--- src/rtl/core/rnta_pkg.sv ---
// ----------------------------------------------------------------------------
// rnta_pkg
// Shared types, constants and helpers of the radix number to ASCII converter.
// ----------------------------------------------------------------------------
package rnta_pkg;

	localparam int VALUE_WIDTH        = 64;
	localparam int DIGIT_BUFFER_DEPTH = 24;
	localparam int QUEUE_DEPTH        = 2;

	localparam int RADIX_W = 6;
	localparam int PAD_W   = 6;
	localparam int PART_W  = RADIX_W + 1;
	localparam int STEP_W  = $clog2(VALUE_WIDTH);
	localparam int CNT_W   = $clog2(DIGIT_BUFFER_DEPTH + 1);
	localparam int IDX_W   = $clog2(DIGIT_BUFFER_DEPTH);
	localparam int PADC_W  = (CNT_W > PAD_W) ? CNT_W : PAD_W;
	localparam int QPTR_W  = $clog2(QUEUE_DEPTH);
	localparam int QCNT_W  = $clog2(QUEUE_DEPTH + 1);

	localparam logic [RADIX_W-1:0] RADIX_MIN = RADIX_W'(8);
	localparam logic [RADIX_W-1:0] RADIX_MAX = RADIX_W'(36);
	localparam logic [PAD_W-1:0]   PAD_MAX   = PAD_W'(32);
	localparam logic [7:0]         CHAR_ZERO = 8'h30;
	localparam logic [7:0]         CHAR_A    = 8'h61;
	localparam logic [7:0]         CHAR_NINE = 8'h39;
	localparam logic [7:0]         CHAR_Z    = 8'h7a;

	typedef struct packed {
		logic [63:0]        value;
		logic [RADIX_W-1:0] base;
		logic [PAD_W-1:0]   pad_width;
	} in_beat_t;

	typedef struct packed {
		logic [7:0] character;
		logic       last;
	} out_beat_t;

	typedef struct packed {
		logic [VALUE_WIDTH-1:0] value;
		logic [RADIX_W-1:0]     radix;
		logic [PAD_W-1:0]       pad;
	} job_t;

	function automatic logic [7:0] digit_char(input logic [RADIX_W-1:0] d);
		logic [7:0] d8;
		d8 = 8'(d);
		if (d < RADIX_W'(10)) begin
			return CHAR_ZERO + d8;
		end
		return CHAR_A + (d8 - 8'd10);
	endfunction

endpackage

--- src/rtl/core/rnta_front.sv ---
// ----------------------------------------------------------------------------
// rnta_front
// Accepts input beats, clamps radix and pad width, trims the value.
// ----------------------------------------------------------------------------
module rnta_front import rnta_pkg::*; (
	input  logic     push,
	input  in_beat_t item,
	input  logic     q_full,
	output logic     full,
	output logic     q_push,
	output job_t     job
);

	always_comb begin
		job.value = item.value[VALUE_WIDTH-1:0];
		if (item.base < RADIX_MIN) begin
			job.radix = RADIX_MIN;
		end else if (item.base > RADIX_MAX) begin
			job.radix = RADIX_MAX;
		end else begin
			job.radix = item.base;
		end
		job.pad = (item.pad_width > PAD_MAX) ? PAD_MAX : item.pad_width;
	end

	assign full   = q_full;
	assign q_push = push && !q_full;

endmodule

--- src/rtl/core/rnta_queue.sv ---
// ----------------------------------------------------------------------------
// rnta_queue
// Short job queue between the front and the conversion engine.
// ----------------------------------------------------------------------------
module rnta_queue import rnta_pkg::*; (
	input  logic clk,
	input  logic arst_n,
	input  logic q_push,
	input  job_t job_in,
	output logic q_full,
	output logic q_valid,
	input  logic q_pop,
	output job_t job_out
);

	job_t              slot_q [QUEUE_DEPTH];
	logic [QPTR_W-1:0] wptr_q;
	logic [QPTR_W-1:0] rptr_q;
	logic [QCNT_W-1:0] count_q;

	assign q_full  = (count_q == QCNT_W'(QUEUE_DEPTH));
	assign q_valid = (count_q != '0);
	assign job_out = slot_q[rptr_q];

	always_ff @(posedge clk) begin
		if (q_push) begin
			slot_q[wptr_q] <= job_in;
		end
	end

	always_ff @(posedge clk or negedge arst_n) begin
		if (!arst_n) begin
			wptr_q  <= '0;
			rptr_q  <= '0;
			count_q <= '0;
		end else begin
			if (q_push) begin
				wptr_q <= (wptr_q == QPTR_W'(QUEUE_DEPTH - 1)) ? '0 : wptr_q + 1'b1;
			end
			if (q_pop) begin
				rptr_q <= (rptr_q == QPTR_W'(QUEUE_DEPTH - 1)) ? '0 : rptr_q + 1'b1;
			end
			if (q_push && !q_pop) begin
				count_q <= count_q + 1'b1;
			end else if (q_pop && !q_push) begin
				count_q <= count_q - 1'b1;
			end
		end
	end

endmodule

--- src/rtl/core/rnta_back.sv ---
// ----------------------------------------------------------------------------
// rnta_back
// Bit-serial restoring divider, digit buffer and character emitter.
// ----------------------------------------------------------------------------
module rnta_back import rnta_pkg::*; (
	input  logic      clk,
	input  logic      arst_n,
	input  logic      q_valid,
	input  job_t      job,
	output logic      q_pop,
	output logic      empty,
	input  logic      pop,
	output out_beat_t result
);

	typedef enum logic [2:0] {
		S_IDLE = 3'b001,
		S_DIV  = 3'b010,
		S_EMIT = 3'b100
	} state_t;

	state_t                 state_q;
	logic [VALUE_WIDTH-1:0] div_q;
	logic [RADIX_W-1:0]     part_q;
	logic [RADIX_W-1:0]     radix_q;
	logic [PAD_W-1:0]       pad_q;
	logic [STEP_W-1:0]      step_q;
	logic [CNT_W-1:0]       ndig_q;
	logic [PADC_W-1:0]      pad_left_q;
	logic [RADIX_W-1:0]     digit_q [DIGIT_BUFFER_DEPTH];
	logic                   out_valid_q;
	out_beat_t              out_q;

	logic [PART_W-1:0]      trial;
	logic                   qbit;
	logic [RADIX_W-1:0]     part_next;
	logic [VALUE_WIDTH-1:0] quot_next;
	logic [CNT_W-1:0]       ndig_next;
	logic [PADC_W-1:0]      pad_ext;
	logic [PADC_W-1:0]      ndig_ext;
	logic [CNT_W-1:0]       rd_cnt;
	logic [IDX_W-1:0]       rd_idx;
	logic                   load;

	assign trial     = {part_q, div_q[VALUE_WIDTH-1]};
	assign qbit      = (trial >= {1'b0, radix_q});
	assign part_next = qbit ? RADIX_W'(trial - {1'b0, radix_q}) : RADIX_W'(trial);
	assign quot_next = {div_q[VALUE_WIDTH-2:0], qbit};
	assign ndig_next = (ndig_q < CNT_W'(DIGIT_BUFFER_DEPTH)) ? ndig_q + 1'b1 : ndig_q;
	assign pad_ext   = PADC_W'(pad_q);
	assign ndig_ext  = PADC_W'(ndig_next);
	assign rd_cnt    = ndig_q - 1'b1;
	assign rd_idx    = rd_cnt[IDX_W-1:0];
	assign load      = (state_q == S_EMIT) && (!out_valid_q || pop);
	assign q_pop     = (state_q == S_IDLE) && q_valid;
	assign empty     = !out_valid_q;
	assign result    = out_q;

	// datapath
	always_ff @(posedge clk) begin
		unique case (state_q)
			S_IDLE: begin
				div_q   <= job.value;
				radix_q <= job.radix;
				pad_q   <= job.pad;
				part_q  <= '0;
			end
			S_DIV: begin
				div_q <= quot_next;
				if (step_q == '0) begin
					part_q <= '0;
					if (ndig_q < CNT_W'(DIGIT_BUFFER_DEPTH)) begin
						digit_q[ndig_q[IDX_W-1:0]] <= part_next;
					end
				end else begin
					part_q <= part_next;
				end
			end
			S_EMIT: begin
				if (load) begin
					if (pad_left_q != '0) begin
						out_q.character <= CHAR_ZERO;
						out_q.last      <= 1'b0;
					end else begin
						out_q.character <= digit_char(digit_q[rd_idx]);
						out_q.last      <= (ndig_q == CNT_W'(1));
					end
				end
			end
			default: begin
			end
		endcase
	end

	// control
	always_ff @(posedge clk or negedge arst_n) begin
		if (!arst_n) begin
			state_q     <= S_IDLE;
			step_q      <= '0;
			ndig_q      <= '0;
			pad_left_q  <= '0;
			out_valid_q <= 1'b0;
		end else begin
			if (pop && out_valid_q && !load) begin
				out_valid_q <= 1'b0;
			end
			unique case (state_q)
				S_IDLE: begin
					if (q_valid) begin
						step_q  <= STEP_W'(VALUE_WIDTH - 1);
						ndig_q  <= '0;
						state_q <= S_DIV;
					end
				end
				S_DIV: begin
					if (step_q == '0) begin
						ndig_q <= ndig_next;
						step_q <= STEP_W'(VALUE_WIDTH - 1);
						if (quot_next == '0) begin
							pad_left_q <= (pad_ext > ndig_ext) ? pad_ext - ndig_ext : '0;
							state_q    <= S_EMIT;
						end
					end else begin
						step_q <= step_q - 1'b1;
					end
				end
				S_EMIT: begin
					if (load) begin
						out_valid_q <= 1'b1;
						if (pad_left_q != '0) begin
							pad_left_q <= pad_left_q - 1'b1;
						end else begin
							ndig_q <= ndig_q - 1'b1;
							if (ndig_q == CNT_W'(1)) begin
								state_q <= S_IDLE;
							end
						end
					end
				end
				default: begin
					state_q <= S_IDLE;
				end
			endcase
		end
	end

endmodule

--- src/rtl/core/radix_number_to_ascii.sv ---
// ----------------------------------------------------------------------------
// radix_number_to_ascii
// Converts an unsigned number to ASCII digits in radix 8..36, zero padded.
// ----------------------------------------------------------------------------
// Each number yields D digits (1..22), one restoring-divider pass per digit;
//   the divider retires one quotient bit per cycle, and characters leave one
//   per cycle while the receiver pops.
// A two-entry job queue takes new numbers while a conversion runs.
// Reset clears queue pointers, engine state and the result valid flag; no memory sweep.
// ----------------------------------------------------------------------------
module radix_number_to_ascii import rnta_pkg::*; (
	input  logic      clk,
	input  logic      arst_n,
	input  logic      push,
	input  in_beat_t  item,
	output logic      full,
	output logic      empty,
	input  logic      pop,
	output out_beat_t result
);

	logic q_full;
	logic q_push;
	logic q_valid;
	logic q_pop;
	job_t job_in;
	job_t job_out;

	rnta_front u_front (
		.push   (push),
		.item   (item),
		.q_full (q_full),
		.full   (full),
		.q_push (q_push),
		.job    (job_in)
	);

	rnta_queue u_queue (
		.clk     (clk),
		.arst_n  (arst_n),
		.q_push  (q_push),
		.job_in  (job_in),
		.q_full  (q_full),
		.q_valid (q_valid),
		.q_pop   (q_pop),
		.job_out (job_out)
	);

	rnta_back u_back (
		.clk     (clk),
		.arst_n  (arst_n),
		.q_valid (q_valid),
		.job     (job_out),
		.q_pop   (q_pop),
		.empty   (empty),
		.pop     (pop),
		.result  (result)
	);

`ifndef ASSERT_OFF
	a_pop_needs_job: assert property (@(posedge clk) disable iff (!arst_n)
		q_pop |-> q_valid) else $error("job queue popped while empty");

	a_push_lands: assert property (@(posedge clk) disable iff (!arst_n)
		q_push |=> q_valid) else $error("accepted beat missing from job queue");

	a_char_range: assert property (@(posedge clk) disable iff (!arst_n)
		!empty |-> ((result.character >= CHAR_ZERO && result.character <= CHAR_NINE)
			|| (result.character >= CHAR_A && result.character <= CHAR_Z)))
		else $error("result character outside digit set");
`endif

endmodule

--- config.mk ---
export PLATFORM = sky130hd
export DESIGN_NAME = radix_number_to_ascii
export DESIGN_NICKNAME = d
export VERILOG_FILES = /design/src/rtl/core/rnta_pkg.sv /design/src/rtl/core/rnta_front.sv /design/src/rtl/core/rnta_queue.sv /design/src/rtl/core/rnta_back.sv /design/src/rtl/core/radix_number_to_ascii.sv
export SDC_FILE = /design/constraint.sdc
export NUM_CORES = 1
export LEC_CHECK = 0
export ABC_AREA = 1
export BUFFER_PORTS_ARGS = -buffer_cell sky130_fd_sc_hd__buf_2
export CORE_MARGIN = 5
export CORE_UTILIZATION = 30
export DETAILED_ROUTE_END_ITERATION = 10
export HOLD_SLACK_MARGIN = 0.02
export PLACE_DENSITY = 0.56
export SYNTH_ARGS = -nofsm -noshare
export SYNTH_HDL_FRONTEND = slang
export SYNTH_SLANG_ARGS = --single-unit
--- constraint.sdc ---
create_clock -name clk -period 5.1 [get_ports clk]
set_input_delay 0.255 -clock clk [delete_from_list [all_inputs] [get_ports clk]]
set_output_delay 0.255 -clock clk [all_outputs]
set_load 0.01 [all_outputs]
==> results_dict.tcl <==
set metrics [dict create \
    grt.met3_usage_pct 2.04 \
    drive_gt1_share_pct 12.2 \
    area_growth_pct 19.1 \
    dr.pass1.iters 6 \
    antenna_found_initial 1 \
    use_met1_pct 16.0 \
    cts_made_buffers 43 \
    fin_crit_sh_pct 69.2 \
    synth_top_area_cell "edfxtp_1" \
    cts_max_level 2 \
    power_switching_mw 1.60 \
    hp-class "input port to flop" \
    multi_input_area_um2 4520 \
    hold_viol 0 \
    ys_ff_latch 412 \
    pwr-share-seq_pct 54.5 \
    grt_overflow 0 \
    postPlaceCellArea_um2 18700 \
    ys_types 42 \
    crit_path_end "u_back.result[7]$_SDFFCE_PN0P_" \
    r2r_start "u_back.ndig_q[0]$_DFFE_PN0P_" \
    core_area_um2 57500 \
    rsz0062_at_grt "false" \
    start_util_pct 30.2 \
    startpoint_type "flop" \
    p_sw_share_pct 21.3 \
    p_per_area_nw_per_um2 362 \
    setup_viol 0 \
    grt_pass1_wl_mm 61.5 \
    async_flop_share_pct 6.07 \
    timing.hold.ws_ns 0.0616 \
    nNetsFinal 1756 \
    routed_via_density 4.61 \
    use_met2_pct 20.2 \
    ioPinCount 91 \
    synth_area_um2 17400 \
    worstPathArrival_ns 3.82 \
    clk_path_buf_depth 3 \
    yosysWarnings 0 \
    gp_congestion 0.822 \
    status "completed" \
    worst_r2r_endpoint "u_back.result[7]$_SDFFCE_PN0P_" \
    synthCells 1491 \
    critPathLaunch "u_back.ndig_q[0]$_DFFE_PN0P_" \
    seqCellArea_um2 12300 \
    synth.top_cell.area_share_pct 66.9 \
    ctsResizeCount 0 \
    syn_nets 1597 \
    combPwrFrac_pct 5.3 \
    cts.sinks 412 \
    fin_setup_tns_ns 0 \
    clk_pin_slew_ns 0.06 \
    design_area_um2 20700 \
    vias 11300 \
    clock.fmax_mhz 283 \
    finalClockSkew_ns 0.0116 \
    grt_max_degree 113 \
    busiest_layer "met2" \
    ant_nets 0 \
    cts_root_buf "clkbuf_16" \
    fin_util_pct 36.0 \
    insertion_delay_ns 0.54 \
    io_buffers 90 \
    postCtsSetupBuffers 0 \
    required_ns 5.39 \
    drv_cap 0 \
    routedWlPerCell_um 15.6 \
    holdBufCountCts 68 \
    final_cells 2448 \
    timing.reg2reg.setup_slack_ns 1.57 \
    clockPowerShare_pct 40.2 \
    path_max_fanout 35 \
    die_h_um 251 \
    period_needed_ns 3.53 \
    drt-total-wl_mm 38.2 \
    die-area_um2 62800 \
    avgSynthCellArea_um2 11.6 \
    endpoint_kind "flop" \
    p_leak_nw 7.71 \
    internal-power_mw 5.88 \
    cts_tree "built" \
    die_x_um 251 \
    yosys-top-cells-area "edfxtp_1, nand2_1, nor2_1" \
    maxSlewHeadroom_pct 23.8 \
    num_rows 88 \
    drc 0 \
    drt-initial-drc-count 734 \
    slew_violations 0 \
    dp_hpwl_mm 23.8 \
    worstMarginPinSlew_ns 1.14 \
    ff2ff_path_depth 13 \
    synth-edff-count 387 \
    ir_drop_uv 271 \
    ys.flop_type "edfxtp_1" \
    grt_use_total_pct 11.8 \
    place_inst 2302 \
    nFillCells 5622 \
    setup.worst_path.class "flop to flop" \
    grt_pass1_vias 11400 \
    ys_seq_area_share_pct 70.5 \
]
how the worst min path moves through the flow:
stage | slack (ns) | start | end | cells past startpoint
3_5_place_dp | 0.30 | arst_n | u_back.out_valid_q$_DFF_PN0_ | 1
6_report | 0.06 | item[10] | u_queue.slot_q[1][9]$_DFFE_PP_ | 2
3_3_place_gp | 0.30 | arst_n | u_back.out_valid_q$_DFF_PN0_ | 1
5_1_grt | 0.07 | item[10] | u_queue.slot_q[1][9]$_DFFE_PP_ | 2
2_1_floorplan | -0.04 | arst_n | u_back.ndig_q[0]$_DFFE_PN0P_ | 0
4_1_cts | 0.03 | item[10] | u_queue.slot_q[1][9]$_DFFE_PP_ | 2
critical path: stages (launching register included):
cell	delay [ns]
dfrtp_2	0.40
inv_2	0.46
ha_1	0.36
inv_2	0.50
o21ai_0	0.19
o22ai_1	0.19
nand2_1	0.08
nand3_1	0.14
nand2_2	0.10
ha_1	0.32
nor2_1	0.16
nand4_1	0.16
nand4_1	0.11
a21oi_1	0.07
sequential cells by signal, indices dropped and copies added (netlist names):
register,flops
u_back.radix_q,6
u_back.step_q,6
u_queue.count_q,2
u_back.state_q,3
u_back.ndig_q,5
u_back.pad_left_q,6
u_back.out_valid_q,1
u_queue.wptr_q,1
u_queue.slot_q,152
u_back.digit_q,144
u_back.part_q,6
u_back.pad_ext,6
u_back.result,9
u_back.div_q,64
u_queue.rptr_q,1
power groups by stage:
stage / registers (mW) / logic, mW / clock network, mW
final: 4.08 / 0.393 / 3.01
after global placement: 4.14 / 0.363 / 0
after CTS: 4.08 / 0.406 / 3.09
after global routing: 4.10 / 0.448 / 3.24
after floorplan: 4.16 / 0.206 / 0
after detailed placement: 4.15 / 0.364 / 0
synth_stat cells (all sizes together), types with 12 or more instances:
| cell | number |
|---|---|
| inv | 90 |
| a31oi | 66 |
| o21ai | 47 |
| nand2 | 379 |
| nor3 | 12 |
| buf | 22 |
| edfxtp | 387 |
| clkbuf | 39 |
| o22ai | 13 |
| nor2 | 178 |
| nand3 | 110 |
| nand4 | 12 |
| ha | 24 |
| a21oi | 31 |
| dfrtp | 24 |
metrics by stage:
| step | total power, mW | setup slack (ns) |
|---|---|---|
| finish | 7.48 | 1.57 |
| global route | 7.79 | 1.21 |
| CTS | 7.57 | 1.56 |
| detailed placement | 4.51 | 1.58 |
| global placement | 4.50 | 1.66 |
| floorplan | 4.37 | 0.783 |
area by class of cell:
type	instances	area share (%)
flip-flops and latches	412	59.2
multi-input cells	928	21.9
repair buffers	175	6.09
clock buffers	58	5.62
well taps	765	4.63
inverters	90	1.65
clock inverters	19	0.883
diodes	1	0.0121
metal layers:
layer	part of all wire, %	wire length, um
met3	4.5	1740
met1	45	17300
met4	1.4	548
met5	0	0
met2	49	18600
kinds of logic (layout without fill, tap and decap cells):
logic type | count (synthesis) | after routing | share of synthesized area [%]
buffers and inverters | 151 | 342 | 3.57
XOR/XNOR | 18 | 18 | 0.908
flip-flops | 412 | 412 | 70.5
AO/OA/AOI/OAI | 174 | 174 | 5.91
other | 0 | 1 | 0
AND/OR/NAND/NOR | 710 | 710 | 17.1
adder cells (fa/ha/maj) | 26 | 26 | 1.96
cell usage in the layout, fill, tap and decap left out, drive strengths merged, types with 3 or more instances in the layout:
cell type / netlist / layout
edfxtp: 387 / 387
nand2: 379 / 379
nor2: 178 / 178
nand3: 110 / 110
buf: 22 / 107
inv: 90 / 92
dlygate4sd3: 0 / 68
a31oi: 66 / 66
clkbuf: 39 / 58
o21ai: 47 / 47
a21oi: 31 / 31
ha: 24 / 24
dfrtp: 24 / 24
o22ai: 13 / 13
clkinv: 0 / 13
nand4: 12 / 12
nor3: 12 / 12
xor2: 11 / 11
nor4: 7 / 7
xnor2: 7 / 7
o211ai: 6 / 6
or2: 5 / 5
a211oi: 5 / 5
a22oi: 4 / 4
nor3b: 3 / 3
bufinv: 0 / 3
Power figures use the tool's default switching activity.
